<file path="config.mk">
export PLATFORM = sky130hd
export DESIGN_NAME = linear_probe_hash_table_unit
export DESIGN_NICKNAME = d
export VERILOG_FILES = /design/src/design/lpht_pkg.sv /design/src/design/lpht_ram.sv /design/src/design/linear_probe_hash_table_unit.sv
export SDC_FILE = /design/constraint.sdc
export NUM_CORES = 1
export LEC_CHECK = 0
export ABC_CLOCK_PERIOD_IN_PS = 8600
export BUFFER_PORTS_ARGS = -buffer_cell sky130_fd_sc_hd__buf_2
export CAP_MARGIN = 30
export CORE_MARGIN = 2
export CORE_UTILIZATION = 24
export CTS_CLUSTER_DIAMETER = 150
export DETAILED_ROUTE_END_ITERATION = 8
export PLACE_DENSITY = 0.49
export SLEW_MARGIN = 40
export SYNTH_ARGS = -nofsm -noshare
export SYNTH_HDL_FRONTEND = slang
export SYNTH_SLANG_ARGS = --single-unit
export TNS_END_PERCENT = 100
</file>
<file path="constraint.sdc">
create_clock -name clk_i -period 8.6 [get_ports clk_i]
set_clock_uncertainty 0.1 [all_clocks]
set_input_delay 0.86 -clock clk_i [delete_from_list [all_inputs] [get_ports clk_i]]
set_output_delay 0.86 -clock clk_i [all_outputs]
set_load 0.01 [all_outputs]
</file>
<file path="src/design/lpht_pkg.sv">
`default_nettype none

package lpht_pkg;

  localparam int unsigned KeyW     = 32;
  localparam int unsigned ValW     = 32;
  localparam int unsigned KindW    = 2;
  localparam int unsigned StatW    = 2;
  localparam int unsigned SlotW    = 4;
  localparam int unsigned SizeW    = 5;
  localparam int unsigned ModBits  = 4;
  localparam int unsigned ModSteps = KeyW / ModBits;
  localparam int unsigned ModCntW  = $clog2(ModSteps);

  typedef enum logic [KindW-1:0] {
    KIND_INSERT = 2'd0,
    KIND_REMOVE = 2'd1,
    KIND_LOOKUP = 2'd2
  } kind_e;

  typedef enum logic [StatW-1:0] {
    STATUS_OK      = 2'd0,
    STATUS_MISSING = 2'd1,
    STATUS_FULL    = 2'd2
  } status_e;

  typedef enum logic [1:0] {
    MARK_EMPTY   = 2'd0,
    MARK_USED    = 2'd1,
    MARK_DELETED = 2'd2
  } mark_e;

  typedef struct packed {
    mark_e           mark;
    logic [KeyW-1:0] key;
    logic [ValW-1:0] value;
  } entry_t;

  typedef enum logic [4:0] {
    ST_CLEAR = 5'b00001,
    ST_IDLE  = 5'b00010,
    ST_MOD   = 5'b00100,
    ST_PROBE = 5'b01000,
    ST_DONE  = 5'b10000
  } state_e;

endpackage

`default_nettype wire

</file>
<file path="src/design/lpht_ram.sv">
`default_nettype none

module lpht_ram #(
  parameter int unsigned Width = 8,
  parameter int unsigned Depth = 16
) (
  input  wire logic                     clk_i,
  input  wire logic                     we_i,
  input  wire logic [$clog2(Depth)-1:0] waddr_i,
  input  wire logic [Width-1:0]         wdata_i,
  input  wire logic                     re_i,
  input  wire logic [$clog2(Depth)-1:0] raddr_i,
  output logic      [Width-1:0]         rdata_o
);

  logic [Width-1:0] mem_q [Depth];

  always_ff @(posedge clk_i) begin
    if (we_i) begin
      mem_q[waddr_i] <= wdata_i;
    end
    if (re_i) begin
      rdata_o <= mem_q[raddr_i];
    end
  end

endmodule

`default_nettype wire

</file>
<file path="src/design/linear_probe_hash_table_unit.sv">
`default_nettype none

// Open-addressing hash table with linear probing. Each item is an insert, remove or lookup of
// a 32-bit key; every item yields exactly one result with a status, the slot touched and the
// stored value for lookup hits and removals. All slots live in one synchronous RAM of SLOTS
// entries. After reset the block sweeps the RAM to mark every slot empty and accepts no item
// until the sweep ends. An item is accepted, its home-slot remainder is computed by a radix-16
// remainder unit four key bits per cycle, from 1 up to the active size of slots are then
// probed with one registered RAM read per probe, and the result is handed to the output
// register once it is free. An unused kind skips the remainder and the probe and ends with a
// missing status. The table size register may be written only while the block is idle.
module linear_probe_hash_table_unit #(
  parameter int unsigned SLOTS = 16
) (
  input  wire logic        clk_i,
  input  wire logic        rst_ni,
  input  wire logic        cfg_we_i,
  input  wire logic [4:0]  cfg_wdata_i,
  input  wire logic        s_axis_tvalid,
  output logic             s_axis_tready,
  input  wire logic [63:0] s_axis_tdata,   // key[31:0], value[63:32]
  input  wire logic [1:0]  s_axis_tuser,   // kind[1:0]
  output logic             m_axis_tvalid,
  input  wire logic        m_axis_tready,
  output logic [39:0]      m_axis_tdata,   // slot[3:0], found_value[35:4], zero[39:36]
  output logic [1:0]       m_axis_tuser    // status[1:0]
);

  localparam int unsigned AddrW = $clog2(SLOTS);
  localparam int unsigned SizeW = lpht_pkg::SizeW;
  localparam int unsigned EntW  = $bits(lpht_pkg::entry_t);

  lpht_pkg::state_e  state_q, state_d;
  logic [SizeW-1:0]  cfg_q;
  logic [SizeW-1:0]  size_n;

  lpht_pkg::kind_e            kind_q, kind_d;
  logic [lpht_pkg::KeyW-1:0]  key_q, key_d;
  logic [lpht_pkg::ValW-1:0]  val_q, val_d;

  logic [lpht_pkg::KeyW-1:0]    mod_sh_q, mod_sh_d;
  logic [SizeW-1:0]             mod_rem_q, mod_rem_d, mod_rem_step;
  logic [lpht_pkg::ModCntW-1:0] mod_cnt_q, mod_cnt_d;

  logic [SizeW-1:0] pos_q, pos_d, pos_next;
  logic [SizeW-1:0] issued_q, issued_d;
  logic [SizeW-1:0] chk_pos_q, chk_pos_d;
  logic             chk_v_q, chk_v_d;
  logic [SizeW-1:0] checked_q, checked_d;
  logic             issue;

  lpht_pkg::status_e         res_status_q, res_status_d;
  logic [lpht_pkg::SlotW-1:0] res_slot_q, res_slot_d;
  logic [lpht_pkg::ValW-1:0]  res_fv_q, res_fv_d;

  logic                       m_valid_q, m_valid_d;
  lpht_pkg::status_e          m_status_q;
  logic [lpht_pkg::SlotW-1:0] m_slot_q;
  logic [lpht_pkg::ValW-1:0]  m_fv_q;
  logic                       out_load;

  logic [AddrW-1:0] clr_q, clr_d;

  logic             ram_we, ram_re;
  logic [AddrW-1:0] ram_waddr, ram_raddr;
  logic [EntW-1:0]  ram_wdata, ram_rdata;
  lpht_pkg::entry_t rd_entry, wr_entry;

  logic s_accept;

  assign s_accept = s_axis_tvalid && s_axis_tready;
  assign s_axis_tready = (state_q == lpht_pkg::ST_IDLE);

  always_comb begin
    if (cfg_q == '0) begin
      size_n = SizeW'(1);
    end else if (32'(cfg_q) > SLOTS) begin
      size_n = SizeW'(SLOTS);
    end else begin
      size_n = cfg_q;
    end
  end

  always_comb begin
    logic [SizeW:0] t;
    logic [SizeW-1:0] r;
    r = mod_rem_q;
    for (int i = 0; i < int'(lpht_pkg::ModBits); i++) begin
      t = {r, mod_sh_q[lpht_pkg::KeyW-1-i]};
      if (t >= {1'b0, size_n}) begin
        t = t - {1'b0, size_n};
      end
      r = t[SizeW-1:0];
    end
    mod_rem_step = r;
  end

  assign pos_next = (SizeW'(pos_q + SizeW'(1)) == size_n) ? '0 : SizeW'(pos_q + SizeW'(1));
  assign issue    = (state_q == lpht_pkg::ST_PROBE) && (issued_q != size_n);
  assign rd_entry = lpht_pkg::entry_t'(ram_rdata);
  assign out_load = (state_q == lpht_pkg::ST_DONE) && (!m_valid_q || m_axis_tready);

  always_comb begin
    logic finish;
    logic last;
    state_d      = state_q;
    kind_d       = kind_q;
    key_d        = key_q;
    val_d        = val_q;
    mod_sh_d     = mod_sh_q;
    mod_rem_d    = mod_rem_q;
    mod_cnt_d    = mod_cnt_q;
    pos_d        = pos_q;
    issued_d     = issued_q;
    chk_pos_d    = chk_pos_q;
    chk_v_d      = 1'b0;
    checked_d    = checked_q;
    res_status_d = res_status_q;
    res_slot_d   = res_slot_q;
    res_fv_d     = res_fv_q;
    clr_d        = clr_q;
    ram_we       = 1'b0;
    ram_waddr    = AddrW'(chk_pos_q);
    wr_entry     = '{mark: lpht_pkg::MARK_EMPTY, key: '0, value: '0};
    finish       = 1'b0;
    last         = (SizeW'(checked_q + SizeW'(1)) == size_n);

    unique case (state_q)
      lpht_pkg::ST_CLEAR: begin
        ram_we    = 1'b1;
        ram_waddr = clr_q;
        clr_d     = AddrW'(clr_q + AddrW'(1));
        if (clr_q == AddrW'(SLOTS - 1)) begin
          state_d = lpht_pkg::ST_IDLE;
        end
      end
      lpht_pkg::ST_IDLE: begin
        if (s_accept) begin
          kind_d    = lpht_pkg::kind_e'(s_axis_tuser);
          key_d     = s_axis_tdata[31:0];
          val_d     = s_axis_tdata[63:32];
          mod_sh_d  = s_axis_tdata[31:0];
          mod_rem_d = '0;
          mod_cnt_d = '0;
          if (lpht_pkg::kind_e'(s_axis_tuser) == lpht_pkg::KIND_INSERT ||
              lpht_pkg::kind_e'(s_axis_tuser) == lpht_pkg::KIND_REMOVE ||
              lpht_pkg::kind_e'(s_axis_tuser) == lpht_pkg::KIND_LOOKUP) begin
            state_d = lpht_pkg::ST_MOD;
          end else begin
            res_status_d = lpht_pkg::STATUS_MISSING;
            res_slot_d   = '0;
            res_fv_d     = '0;
            state_d      = lpht_pkg::ST_DONE;
          end
        end
      end
      lpht_pkg::ST_MOD: begin
        mod_sh_d  = mod_sh_q << lpht_pkg::ModBits;
        mod_rem_d = mod_rem_step;
        mod_cnt_d = lpht_pkg::ModCntW'(mod_cnt_q + lpht_pkg::ModCntW'(1));
        if (mod_cnt_q == lpht_pkg::ModCntW'(lpht_pkg::ModSteps - 1)) begin
          pos_d     = mod_rem_step;
          issued_d  = '0;
          checked_d = '0;
          state_d   = lpht_pkg::ST_PROBE;
        end
      end
      lpht_pkg::ST_PROBE: begin
        if (issue) begin
          pos_d     = pos_next;
          issued_d  = SizeW'(issued_q + SizeW'(1));
          chk_pos_d = pos_q;
          chk_v_d   = 1'b1;
        end
        if (chk_v_q) begin
          res_status_d = lpht_pkg::STATUS_OK;
          res_slot_d   = chk_pos_q[lpht_pkg::SlotW-1:0];
          res_fv_d     = '0;
          if (kind_q == lpht_pkg::KIND_INSERT) begin
            if (rd_entry.mark != lpht_pkg::MARK_USED) begin
              finish   = 1'b1;
              ram_we   = 1'b1;
              wr_entry = '{mark: lpht_pkg::MARK_USED, key: key_q, value: val_q};
            end else if (last) begin
              finish       = 1'b1;
              res_status_d = lpht_pkg::STATUS_FULL;
              res_slot_d   = '0;
            end
          end else begin
            if (rd_entry.mark == lpht_pkg::MARK_EMPTY) begin
              finish       = 1'b1;
              res_status_d = lpht_pkg::STATUS_MISSING;
              res_slot_d   = '0;
            end else if (rd_entry.mark == lpht_pkg::MARK_USED && rd_entry.key == key_q) begin
              finish   = 1'b1;
              res_fv_d = rd_entry.value;
              if (kind_q == lpht_pkg::KIND_REMOVE) begin
                ram_we   = 1'b1;
                wr_entry = '{mark: lpht_pkg::MARK_DELETED, key: '0, value: rd_entry.value};
              end
            end else if (last) begin
              finish       = 1'b1;
              res_status_d = lpht_pkg::STATUS_MISSING;
              res_slot_d   = '0;
            end
          end
          checked_d = SizeW'(checked_q + SizeW'(1));
          if (finish) begin
            chk_v_d = 1'b0;
            state_d = lpht_pkg::ST_DONE;
          end
        end
      end
      lpht_pkg::ST_DONE: begin
        if (out_load) begin
          state_d = lpht_pkg::ST_IDLE;
        end
      end
      default: begin
        state_d = lpht_pkg::ST_IDLE;
      end
    endcase
  end

  assign ram_re    = issue;
  assign ram_raddr = AddrW'(pos_q);
  assign ram_wdata = EntW'(wr_entry);

  always_comb begin
    if (out_load) begin
      m_valid_d = 1'b1;
    end else if (m_axis_tready) begin
      m_valid_d = 1'b0;
    end else begin
      m_valid_d = m_valid_q;
    end
  end

  lpht_ram #(
    .Width(EntW),
    .Depth(SLOTS)
  ) u_slots (
    .clk_i  (clk_i),
    .we_i   (ram_we),
    .waddr_i(ram_waddr),
    .wdata_i(ram_wdata),
    .re_i   (ram_re),
    .raddr_i(ram_raddr),
    .rdata_o(ram_rdata)
  );

  always_ff @(posedge clk_i or negedge rst_ni) begin
    if (!rst_ni) begin
      state_q   <= lpht_pkg::ST_CLEAR;
      cfg_q     <= SizeW'(16);
      clr_q     <= '0;
      chk_v_q   <= 1'b0;
      m_valid_q <= 1'b0;
    end else begin
      state_q   <= state_d;
      clr_q     <= clr_d;
      chk_v_q   <= chk_v_d;
      m_valid_q <= m_valid_d;
      if (cfg_we_i) begin
        cfg_q <= cfg_wdata_i;
      end
    end
  end

  always_ff @(posedge clk_i) begin
    kind_q       <= kind_d;
    key_q        <= key_d;
    val_q        <= val_d;
    mod_sh_q     <= mod_sh_d;
    mod_rem_q    <= mod_rem_d;
    mod_cnt_q    <= mod_cnt_d;
    pos_q        <= pos_d;
    issued_q     <= issued_d;
    chk_pos_q    <= chk_pos_d;
    checked_q    <= checked_d;
    res_status_q <= res_status_d;
    res_slot_q   <= res_slot_d;
    res_fv_q     <= res_fv_d;
    if (out_load) begin
      m_status_q <= res_status_q;
      m_slot_q   <= res_slot_q;
      m_fv_q     <= res_fv_q;
    end
  end

  assign m_axis_tvalid = m_valid_q;
  assign m_axis_tuser  = m_status_q;
  assign m_axis_tdata  = {4'b0, m_fv_q, m_slot_q};

  a_no_accept_in_clear: assert property (@(posedge clk_i) disable iff (!rst_ni)
    (state_q == lpht_pkg::ST_CLEAR) |-> !s_axis_tready)
    else $error("Item accepted during the clearing sweep.");

  a_probe_bound: assert property (@(posedge clk_i) disable iff (!rst_ni)
    (state_q == lpht_pkg::ST_PROBE) |-> (issued_q <= size_n && checked_q < size_n))
    else $error("Probe count exceeds the active table size.");

  a_write_source: assert property (@(posedge clk_i) disable iff (!rst_ni)
    ram_we |-> (state_q == lpht_pkg::ST_CLEAR || (state_q == lpht_pkg::ST_PROBE && chk_v_q)))
    else $error("Slot RAM written outside clearing or a probe decision.");

  a_busy_after_accept: assert property (@(posedge clk_i) disable iff (!rst_ni)
    s_accept |=> !s_axis_tready)
    else $error("Block ready again right after accepting an item.");

  a_load_from_done: assert property (@(posedge clk_i) disable iff (!rst_ni)
    out_load |=> (m_axis_tvalid && $past(state_q) == lpht_pkg::ST_DONE))
    else $error("Output register loaded without a finished result.");

endmodule

`default_nettype wire
</file>
Word level (Yosys, flattened, before mapping)
Memory sizes are Yosys's and may differ from the RTL's. A register that Yosys moved wholly into a read port is not among the register bits.
Cells that the tools add are included.
- $add $sub $neg: 9
- order comparisons: 5
- equality and inequality tests: 24
- multiplexer cells: 85
- reduce and logical (&&, ||, !) cells: 23
- operator list (cell ; count):
    two-way mux 66 bit ; 6
    two-way mux 32 bit ; 7
    case mux 32 bit (2 select lines) ; 2
    two-way mux 5 bit ; 20
    two-way mux 65 bit ; 1
    case mux 5 bit (2 select lines) ; 4
    two-way mux 4 bit ; 9
    == test 32 bit ; 1
    case mux 5 bit (5 select lines) ; 1
    >= comparator 6 x 5 -> 1 bit ; 4
    two-way mux 1 bit ; 24
    subtractor 5 bit ; 4
    adder 5 x 1 -> 5 bit (second input constant) ; 3
    two-way mux 2 bit ; 6
    inequality test 2 bit (second input constant) ; 6
    == test 5 bit ; 2
    case mux 4 bit (2 select lines) ; 1
    nonzero test 2 bit ; 4
    == test 2 x 1 -> 1 bit (second input constant) ; 3
    zero test 2 bit ; 3
    inequality test 2 x 1 -> 1 bit (second input constant) ; 3
    case mux 3 bit (2 select lines) ; 1
    AND reduction 2 bit ; 3
    AND reduction 3 bit ; 2
    other kinds (21) ; 26
- bits in registers: 217
- RAM bits: 1056
- input bits: 76
- output and inout bits: 44
- word-level logic and storage cells: 168
- memories kept: 1
- memories (memory ; words ; width ; rd ports ; clocked after Yosys merged registers in ; wr ports ; RTL line ; text):
    u_slots.mem_q ; 16 ; 66 ; 1 ; 1 ; 1 ; lpht_ram.sv:16 ; logic [Width-1:0] mem_q [Depth];

Depth between registers and ports, before layout
Gate-level depths: netlist of run 1.
- word-level depth: 13
- mapped depth: 37
- mapped depth without buffers: 35

Hierarchy
Synthesis of run 1 repeated with hierarchy kept, for this count alone.
- cell total of the unflattened synthesis: 2420
- area, all modules: 51580.7 um^2
- by module, submodules not included (module ; instances ; cells an instance ; area an instance (um^2) ; seq. area each (um^2)):
    lpht_ram ; 1 ; 1698 ; 41461.0 ; 33692.3
    linear_probe_hash_table_unit ; 1 ; 722 ; 10119.7 ; 6438.7

Least setup slack after synthesis of run 1
No wires, ideal clock.
- kind: register to register
- from: reg cfg_q[4]
- to: reg pos_q[0], data pin
- setup time: 152 ps
- data arrival time: 6995 ps
- data required time: 8348 ps
- path slack: 1353 ps
- stages on the path, launching flop included: 34
- buffers on the path: 1
- clock period less this slack: 7247 ps
- path through: dfstp_2 > clkbuf_1 > inv_1 > o21ai_1 > inv_1 > ha_1 > inv_1 > fa_1 > a21oi_1 > nor2_1 > nor2_1 > o21ai_0 > ha_1 > and3_1 > a31o_2 > a311o_1 > nor2_2 > a21oi_1 > fa_1 > nand2_1 > a21oi_1 > o21ai_0 > a21oi_4 > nand2_1 > o21ai_0 > fa_1 > a21o_1 > a21o_1 > a21o_1 > a21o_1 > a211oi_2 > mux2i_4 > mux2_4 > o22ai_2
- cells in the longest elaborated chain, start to end: 13
- elaborated cells on any way between the ends: 21
- those cells by class: add/sub (4); order compare (5); eq/ne (1); mux (10); reduce/logical (1)
- RTL lines (what ; RTL line ; text):
    from (decl) ; linear_probe_hash_table_unit.sv:34 ; logic [SizeW-1:0] cfg_q;
    from (signal assigned) ; linear_probe_hash_table_unit.sv:255 ; cfg_q <= SizeW'(16);
    from (signal assigned) ; linear_probe_hash_table_unit.sv:265 ; cfg_q <= cfg_wdata_i;
    > comparator 5 bit ; linear_probe_hash_table_unit.sv:77 ; end else if (32'(cfg_q) > SLOTS) begin
    two-way mux 5 bit ; linear_probe_hash_table_unit.sv:77 ;
    two-way mux 5 bit * ; linear_probe_hash_table_unit.sv:75 ; if (cfg_q == '0) begin
    subtractor 5 bit or >= comparator 6 x 5 -> 1 bit (tied branches) ; linear_probe_hash_table_unit.sv:91, linear_probe_hash_table_unit.sv:90 ;
    two-way mux 5 bit ; linear_probe_hash_table_unit.sv:90 ; if (t >= {1'b0, size_n}) begin
    subtractor 5 bit or >= comparator 6 x 5 -> 1 bit (tied branches) ; linear_probe_hash_table_unit.sv:91, linear_probe_hash_table_unit.sv:90 ;
    two-way mux 5 bit ; linear_probe_hash_table_unit.sv:90 ;
    subtractor 5 bit or >= comparator 6 x 5 -> 1 bit (tied branches) ; linear_probe_hash_table_unit.sv:91, linear_probe_hash_table_unit.sv:90 ;
    two-way mux 5 bit ; linear_probe_hash_table_unit.sv:90 ;
    >= comparator 6 x 5 -> 1 bit ; linear_probe_hash_table_unit.sv:90 ;
    two-way mux 5 bit ; linear_probe_hash_table_unit.sv:90 ;
    two-way mux 5 bit ; linear_probe_hash_table_unit.sv:161 ; if (mod_cnt_q == lpht_pkg::ModCntW'(lpht_pkg::ModSteps - 1)) begin
    case mux 5 bit (2 select lines) * ; linear_probe_hash_table_unit.sv:128 ; unique case (state_q)
    named net pos_d[0] ; linear_probe_hash_table_unit.sv:45 ; logic [SizeW-1:0] pos_q, pos_d, pos_next;
    to (signal assigned) ; linear_probe_hash_table_unit.sv:277 ; pos_q <= pos_d;
    to (decl) ; linear_probe_hash_table_unit.sv:45 ;
Mark *: on every way through the listed nets, which the timed path passes. The rest lies on a longest branch. The select of a mux whose other input is x is not followed.
A chain may end at the register's enable or synchronous reset.

Final worst setup path of run 1
- from: reg cfg_q[4]
- to: reg pos_q[4], data pin
- cells in the longest elaborated chain, start to end: 13
- elaborated cells on any way between the ends: 21
- those cells by class: add/sub (4); order compare (5); eq/ne (1); mux (10); reduce/logical (1)
- RTL lines (what ; RTL line):
    > comparator 5 bit ; linear_probe_hash_table_unit.sv:77
    two-way mux 5 bit ; linear_probe_hash_table_unit.sv:77
    two-way mux 5 bit * ; linear_probe_hash_table_unit.sv:75
    subtractor 5 bit or >= comparator 6 x 5 -> 1 bit (tied branches) ; linear_probe_hash_table_unit.sv:91, linear_probe_hash_table_unit.sv:90
    two-way mux 5 bit ; linear_probe_hash_table_unit.sv:90
    subtractor 5 bit or >= comparator 6 x 5 -> 1 bit (tied branches) ; linear_probe_hash_table_unit.sv:91, linear_probe_hash_table_unit.sv:90
    two-way mux 5 bit ; linear_probe_hash_table_unit.sv:90
    subtractor 5 bit or >= comparator 6 x 5 -> 1 bit (tied branches) ; linear_probe_hash_table_unit.sv:91, linear_probe_hash_table_unit.sv:90
    two-way mux 5 bit ; linear_probe_hash_table_unit.sv:90
    subtractor 5 bit or >= comparator 6 x 5 -> 1 bit (tied branches) ; linear_probe_hash_table_unit.sv:91, linear_probe_hash_table_unit.sv:90
    two-way mux 5 bit ; linear_probe_hash_table_unit.sv:90
    two-way mux 5 bit ; linear_probe_hash_table_unit.sv:161
    case mux 5 bit (2 select lines) * ; linear_probe_hash_table_unit.sv:128
    named net pos_d[4] ; linear_probe_hash_table_unit.sv:45
Marks and branches as above.

==> impl_metrics.ini, run 1 <==
[outcome]
status = finished clean

[layout]
final_nets = 2604
syn2layout_area_growth_pct = 18.0
post-route-util_pct = 28.4
drive_above_1_share_pct = 30.4
final_area_um2 = 60900
final_common_cell = edfxtp_1
mostFrequentLayoutCells = edfxtp_1, mux4_2, clkbuf_16, buf_2, and2_1
fin_cells = 5446

[clocking]
cts_buffers = 148
htreeDepth = 4
tritoncts = yes
clk_pin_slew_worst_paths_ns = 0.06
cts_buffer_depth = 3
clock_latency_ns = 0.77
cts.sinks = 1339
clockRootBuffer = clkbuf_16

[route]
routed_wl_um = 130000
drt-initial-drc-count = 2211
drtPass1Iterations = 5
drc = 0
wire_per_inst_um = 23.9
ant_nets = 0
via_per_inst = 4.31
num_vias = 23500

[place]
placed_area_um2 = 56300
portBuffers = 115
gp_congestion = 0.695
hpwl_um = 67900
dp_cells = 5180

[logic_synthesis]
synthArstFlopShare_pct = 1.19
yosysSeqAreaShare_pct = 77.8
yosys_warnings = 0
synth-main-ff-cell = edfxtp_1
synthCells = 2269
synth_area_um2 = 51600
ys_ff_latch = 1339
syn_area_per_cell_um2 = 22.7
synth_cell_types = 65
synth_edf_count = 1323

[worst_setup_path]
end_kind = register
critPathMaxFanout = 9
critPathKind = reg2reg
crit_path_frequent_cell = a21o_1
r2r_slack_ns = 0.67
critPathSlowestCell = dfstp_2
cp.required_ns = 8.98
worstSetupStartpointType = register
max_stage_delay_ns = 0.63
cp.arrival_ns = 8.31

[global_routing]
antenna_found_initial = 11
grt_pass1_wl_um = 187000
grt_pass1_vias = 24700
grt-ovfl-total = 0
grt_max_degree = 93
gr-usage-all-layers_pct = 11.9

[power]
p_leak_uw = 0.0216
max-vdd-ir-drop_mv = 0.276
powerDensity_nw_per_um2 = 296

[sta]
relSlewSlack_pct = 42.8
hold_ws_ns = 0.176
setup_viol = 0
worst_slew_pin_slew_ns = 0.859
rsz0062_at_grt = no
min_period_over_period_pct = 92.2
layout_min_cycle_time_ns = 7.93
tns_ns = 0
fmax_mhz = 126
hold_viol_final = 0
maxSlewViolCount = 0

[floorplanning]
die_height_um = 468
die_w_um = 468
pin_count = 120
dieArea_um2 = 219000
initial_core_util_pct = 24.1
num_rows = 170
core_area_um2 = 214000

[min_path]
hold_class = in2reg

[job]
maxCapViolations = 0
-- cells in the mapped netlist, types with 5 or more instances --
| library cell | instances | share of area, % |
|---|---|---|
| nand3_1 | 14 | 0.14 |
| a31oi_1 | 8 | 0.097 |
| nor3b_1 | 5 | 0.073 |
| nor4_1 | 5 | 0.061 |
| dfrtp_1 | 14 | 0.68 |
| a22o_1 | 32 | 0.54 |
| and2_1 | 75 | 0.91 |
| xnor2_1 | 46 | 0.78 |
| o22ai_1 | 6 | 0.073 |
| o21ai_0 | 17 | 0.16 |
| nand2_1 | 30 | 0.22 |
| inv_1 | 27 | 0.20 |
| xor2_1 | 14 | 0.24 |
| clkbuf_1 | 75 | 0.55 |
| nor2b_1 | 5 | 0.061 |
| nor2_1 | 48 | 0.35 |
| nand4_1 | 8 | 0.097 |
| mux2_2 | 36 | 0.79 |
| nor3_1 | 6 | 0.058 |
| nand3b_1 | 6 | 0.087 |
| mux4_2 | 330 | 14 |
| a21oi_1 | 13 | 0.13 |
| a21o_1 | 11 | 0.16 |
| ha_1 | 26 | 0.63 |
| mux2i_1 | 7 | 0.14 |
| buf_1 | 23 | 0.17 |
| edfxtp_1 | 1323 | 77 |
-- routing by layer --
| layer | track usage, % | wire length [um] | vias up |
|---|---|---|---|
| li1 | - | - | 9984 |
| met1 | 16.7 | 59800 | 12800 |
| met2 | 19.1 | 62600 | 553 |
| met3 | 2.01 | 5620 | 174 |
| met4 | 2.90 | 2360 | 2 |
| met5 | 0 | 8 | - |
-- kinds of logic (layout without fill, tap and decap cells) --
group                      Yosys count  in the layout  share of synthesized area (%)
xor gates and xnor gates            62             62                           1.11
muxes                              375            375                           15.4
AOI/OAI and AO/OA                  116            116                           1.72
and+or+nand+nor                    216            216                           2.24
DFF                               1339           1339                           77.8
buffers and inverters              130            464                          0.977
adders and majority gates           30             30                          0.786
other                                1              6                        0.00727
-- worst max-delay path: cells and delay by family, from the launching register on --
kind / cells / cell delay [ns]
AOI/OAI and AO/OA: 13 / 2.95
adders and majority gates: 4 / 1.48
muxes: 4 / 1.22
and+or+nand+nor: 6 / 1.01
DFF: 1 / 0.63
buffers and inverters: 1 / 0.24
-- state kept, by name, summed over array words and instances (netlist names), 2 cells and up --
name / flops
u_slots.rdata_o: 66
kind_q: 2
mod_rem_q: 5
val_q: 32
key_q: 32
res_status_q: 2
clr_q: 4
issued_q: 5
cfg_q: 5
pos_q: 5
mod_sh_q: 32
m_axis_tuser: 2
res_fv_q: 32
u_slots.mem_q: 1056
chk_pos_q: 4
mod_cnt_q: 3
state_q: 5
m_fv_q: 32
res_slot_q: 4
checked_q: 5
m_slot_q: 4
-- final cells by class --
cell class | instances | area, um^2
Clock buffer | 184 | 3950
Inverter | 27 | 110
Fill cell | 20900 | 153000
Tap cell | 2838 | 3550
Antenna cell | 2 | 5.00
Clock inverter | 74 | 562
Multi-Input combinational cell | 803 | 11200
Timing Repair Buffer | 179 | 1410
Sequential cell | 1339 | 40100
-- timing repair --
item                                    in CTS  in global routing
endpoints found under the setup margin       0                 10
hold buffers                                 1                  0
gates resized for setup                      0                  5
setup buffers                                0                  3
hold endpoints to repair                    14                  0
-- where the power goes --
| part | internal, uW | total [uW] | switching, uW |
|---|---|---|---|
| Combinational | 1880 | 4380 | 2500 |
| Clock | 3430 | 5980 | 2550 |
| Sequential | 7500 | 7660 | 163 |
| Total | 12800 | 18000 | 5210 |
-- per-stage QoR --
stage          worst slack, ns  power (uW)
5_1_grt                 0.0521       18900
6_report                 0.674       18000
2_1_floorplan             1.35       10900
3_5_place_dp             0.317       12200
3_3_place_gp             0.430       12100
4_1_cts                  0.320       18200
-- final timing paths --
| check | end | start | depth (start not counted) |
|---|---|---|---|
| max | pos_q[4]$_DFFE_PP_ | cfg_q[4]$_DFFE_PN1P_ | 28 |
| max in group asynchronous | cfg_q[4]$_DFFE_PN1P_ | rst_ni | 2 |
| min | val_q[31]$_DFFE_PP_ | s_axis_tdata[63] | 1 |
| max reg2reg | pos_q[4]$_DFFE_PP_ | cfg_q[4]$_DFFE_PN1P_ | 28 |
| min in group asynchronous | m_axis_tvalid$_DFFE_PN0P_ | rst_ni | 2 |
| min reg2reg | m_slot_q[1]$_DFFE_PP_ | res_slot_q[1]$_SDFFCE_PN0P_ | 0 |
Note: power is estimated with default switching activity, not from simulation.
==> inputs of run 2 (changes only) <==
CORE_UTILIZATION = 40   (was 24)
PLACE_DENSITY = 0.66   (was 0.49)
==> impl_metrics.ini, run 2 (synthesis gave the netlist of run 1 again) <==
[sta]
relSlewSlack_pct = 44.4
hold_viol_final = 0
hold_ws_ns = 0.201
fmax_mhz = 122
layout_min_cycle_time_ns = 8.21
rsz0062_at_grt = no
worst_slew_pin_slew_ns = 0.834
maxSlewViolCount = 0
setup_viol = 0
min_period_over_period_pct = 95.4
tns_ns = 0

[worst_setup_path]
critPathKind = reg2reg
crit_path_frequent_cell = a21o_1
max_stage_delay_ns = 0.49
critPathMaxFanout = 7
end_kind = register
r2r_slack_ns = 0.39
timing.rr.start = cfg_q[1]$_DFFE_PN0P_
worstSetupStartpointType = register
cp_top_family = compound AO/OA/AOI/OAI gates
cp.arrival_ns = 8.57
cp.required_ns = 8.96
critPathBufInv = 2
critPathLaunch = cfg_q[1]$_DFFE_PN0P_
critPathSlowestCell = fa_1
rr_worst_depth = 32
r2r-end = pos_q[4]$_DFFE_PP_

[floorplanning]
core_area_um2 = 128000
num_rows = 131
die_height_um = 363
initial_core_util_pct = 40.4
die_w_um = 363
pin_count = 120
dieArea_um2 = 132000

[layout]
mostFrequentLayoutCells = edfxtp_1, mux4_2, clkbuf_16, buf_2, and2_1
largest_reg_flops = 1056
final_common_cell = edfxtp_1
final_nets = 2586
regArea_um2 = 40100
multi_input_area_um2 = 11200
regMostFlops = u_slots.mem_q
fillerInstances = 10400
drive_above_1_share_pct = 29.6
reg.largest.list = u_slots.mem_q: 1056 flops, u_slots.rdata_o: 66 flops
syn2layout_area_growth_pct = 14.1

[min_path]
worstHoldPathCells = 1
hold_path_end = val_q[24]$_DFFE_PP_
min_from = s_axis_tdata[56]
hold_class = in2reg

[power]
p_leak_uw = 0.0214
powerDensity_nw_per_um2 = 296
max-vdd-ir-drop_mv = 0.298

[global_routing]
antenna_found_initial = 10
grt_pass1_wl_um = 168000
grt-ovfl-total = 0
grt_max_degree = 95
gr-usage-all-layers_pct = 17.4
grt_pass1_vias = 24900

[route]
via_per_inst = 5.65
drc = 0
ant_nets = 0
wire_per_inst_um = 27.0
drt-initial-drc-count = 2360
drtPass1Iterations = 5
routed_wl_um = 115000
num_vias = 24000

[clocking]
htreeDepth = 4
clk_pin_slew_worst_paths_ns = 0.07
cts_buffer_depth = 3
tritoncts = yes
clockRootBuffer = clkbuf_16
clock_latency_ns = 0.74
cts.sinks = 1339
cts_buffers = 133

[place]
gp_congestion = 0.783
hpwl_um = 59900
portBuffers = 115

[outcome]
status = finished clean

[job]
maxCapViolations = 0
run 2: cell count changes in the layout (fill, tap and decap cells not counted), sizes merged:
cell      before  now
clkbuf       184  167
bufinv         6    5
clkinv        54   58
diode          2    3
clkinvlp       9    5
buf          178  175
inv           32   30
run 2: repair_timing:
action                     in CTS  in global routing
resized for setup               0                  3
hold endpoints to repair       14                  0
hold buffers                    1                  0
setup endpoints to repair       0                  9
buffers inserted                0                  0
run 2: power by group:
part	switching [uW]	internal, uW	leakage [uW]
Combinational	2440	1810	0.00450
Clock	2410	3080	0.00201
Sequential	169	7490	0.0149
run 2: stage by stage:
| stage | cell area [um^2] | power [uW] | cells | utilization (%) | worst slack (ns) |
|---|---|---|---|---|---|
| after detailed placement | 54600 | 12000 | 4004 | 42.7 | 0.416 |
| after global routing | 58900 | 18100 | 4248 | 46.0 | 0.0376 |
| after CTS | 58800 | 17500 | 4243 | 46.0 | 0.364 |
| after global placement | 54500 | 11800 | 4001 | 42.6 | 0.813 |
| final | 58900 | 17400 | 4248 | 46.0 | 0.394 |
| after floorplan | 51600 | 10900 | 2272 | - | 1.35 |
run 2: worst max path at each step:
| stage | to | slack (ns) | cells after the start |
|---|---|---|---|
| after detailed placement | pos_q[4]$_DFFE_PP_ | 0.42 | 32 |
| after global routing | pos_q[4]$_DFFE_PP_ | 0.04 | 33 |
| after CTS | pos_q[4]$_DFFE_PP_ | 0.36 | 32 |
| after global placement | pos_q[2]$_DFFE_PP_ | 0.81 | 33 |
| final | pos_q[4]$_DFFE_PP_ | 0.39 | 32 |
| after floorplan | pos_q[0]$_DFFE_PP_ | 1.35 | 33 |
run 2: cell type report:
class | instances | share of cell area (%)
Inverter | 27 | 0.181
Antenna cell | 3 | 0.0128
Clock buffer | 167 | 5.98
Tap cell | 1662 | 3.53
Clock inverter | 71 | 1.06
Sequential cell | 1339 | 68.2
Timing Repair Buffer | 176 | 2.08
Multi-Input combinational cell | 803 | 19.0
run 2: routing by layer:
metal / share of wire (%) / global-route usage, % / vias up
met4: 2.4 / 5.74 / 8
li1: - / - / 9939
met2: 51 / 28.9 / 909
met5: 0.035 / 0 / -
met3: 6.3 / 2.95 / 199
met1: 41 / 23.3 / 13000
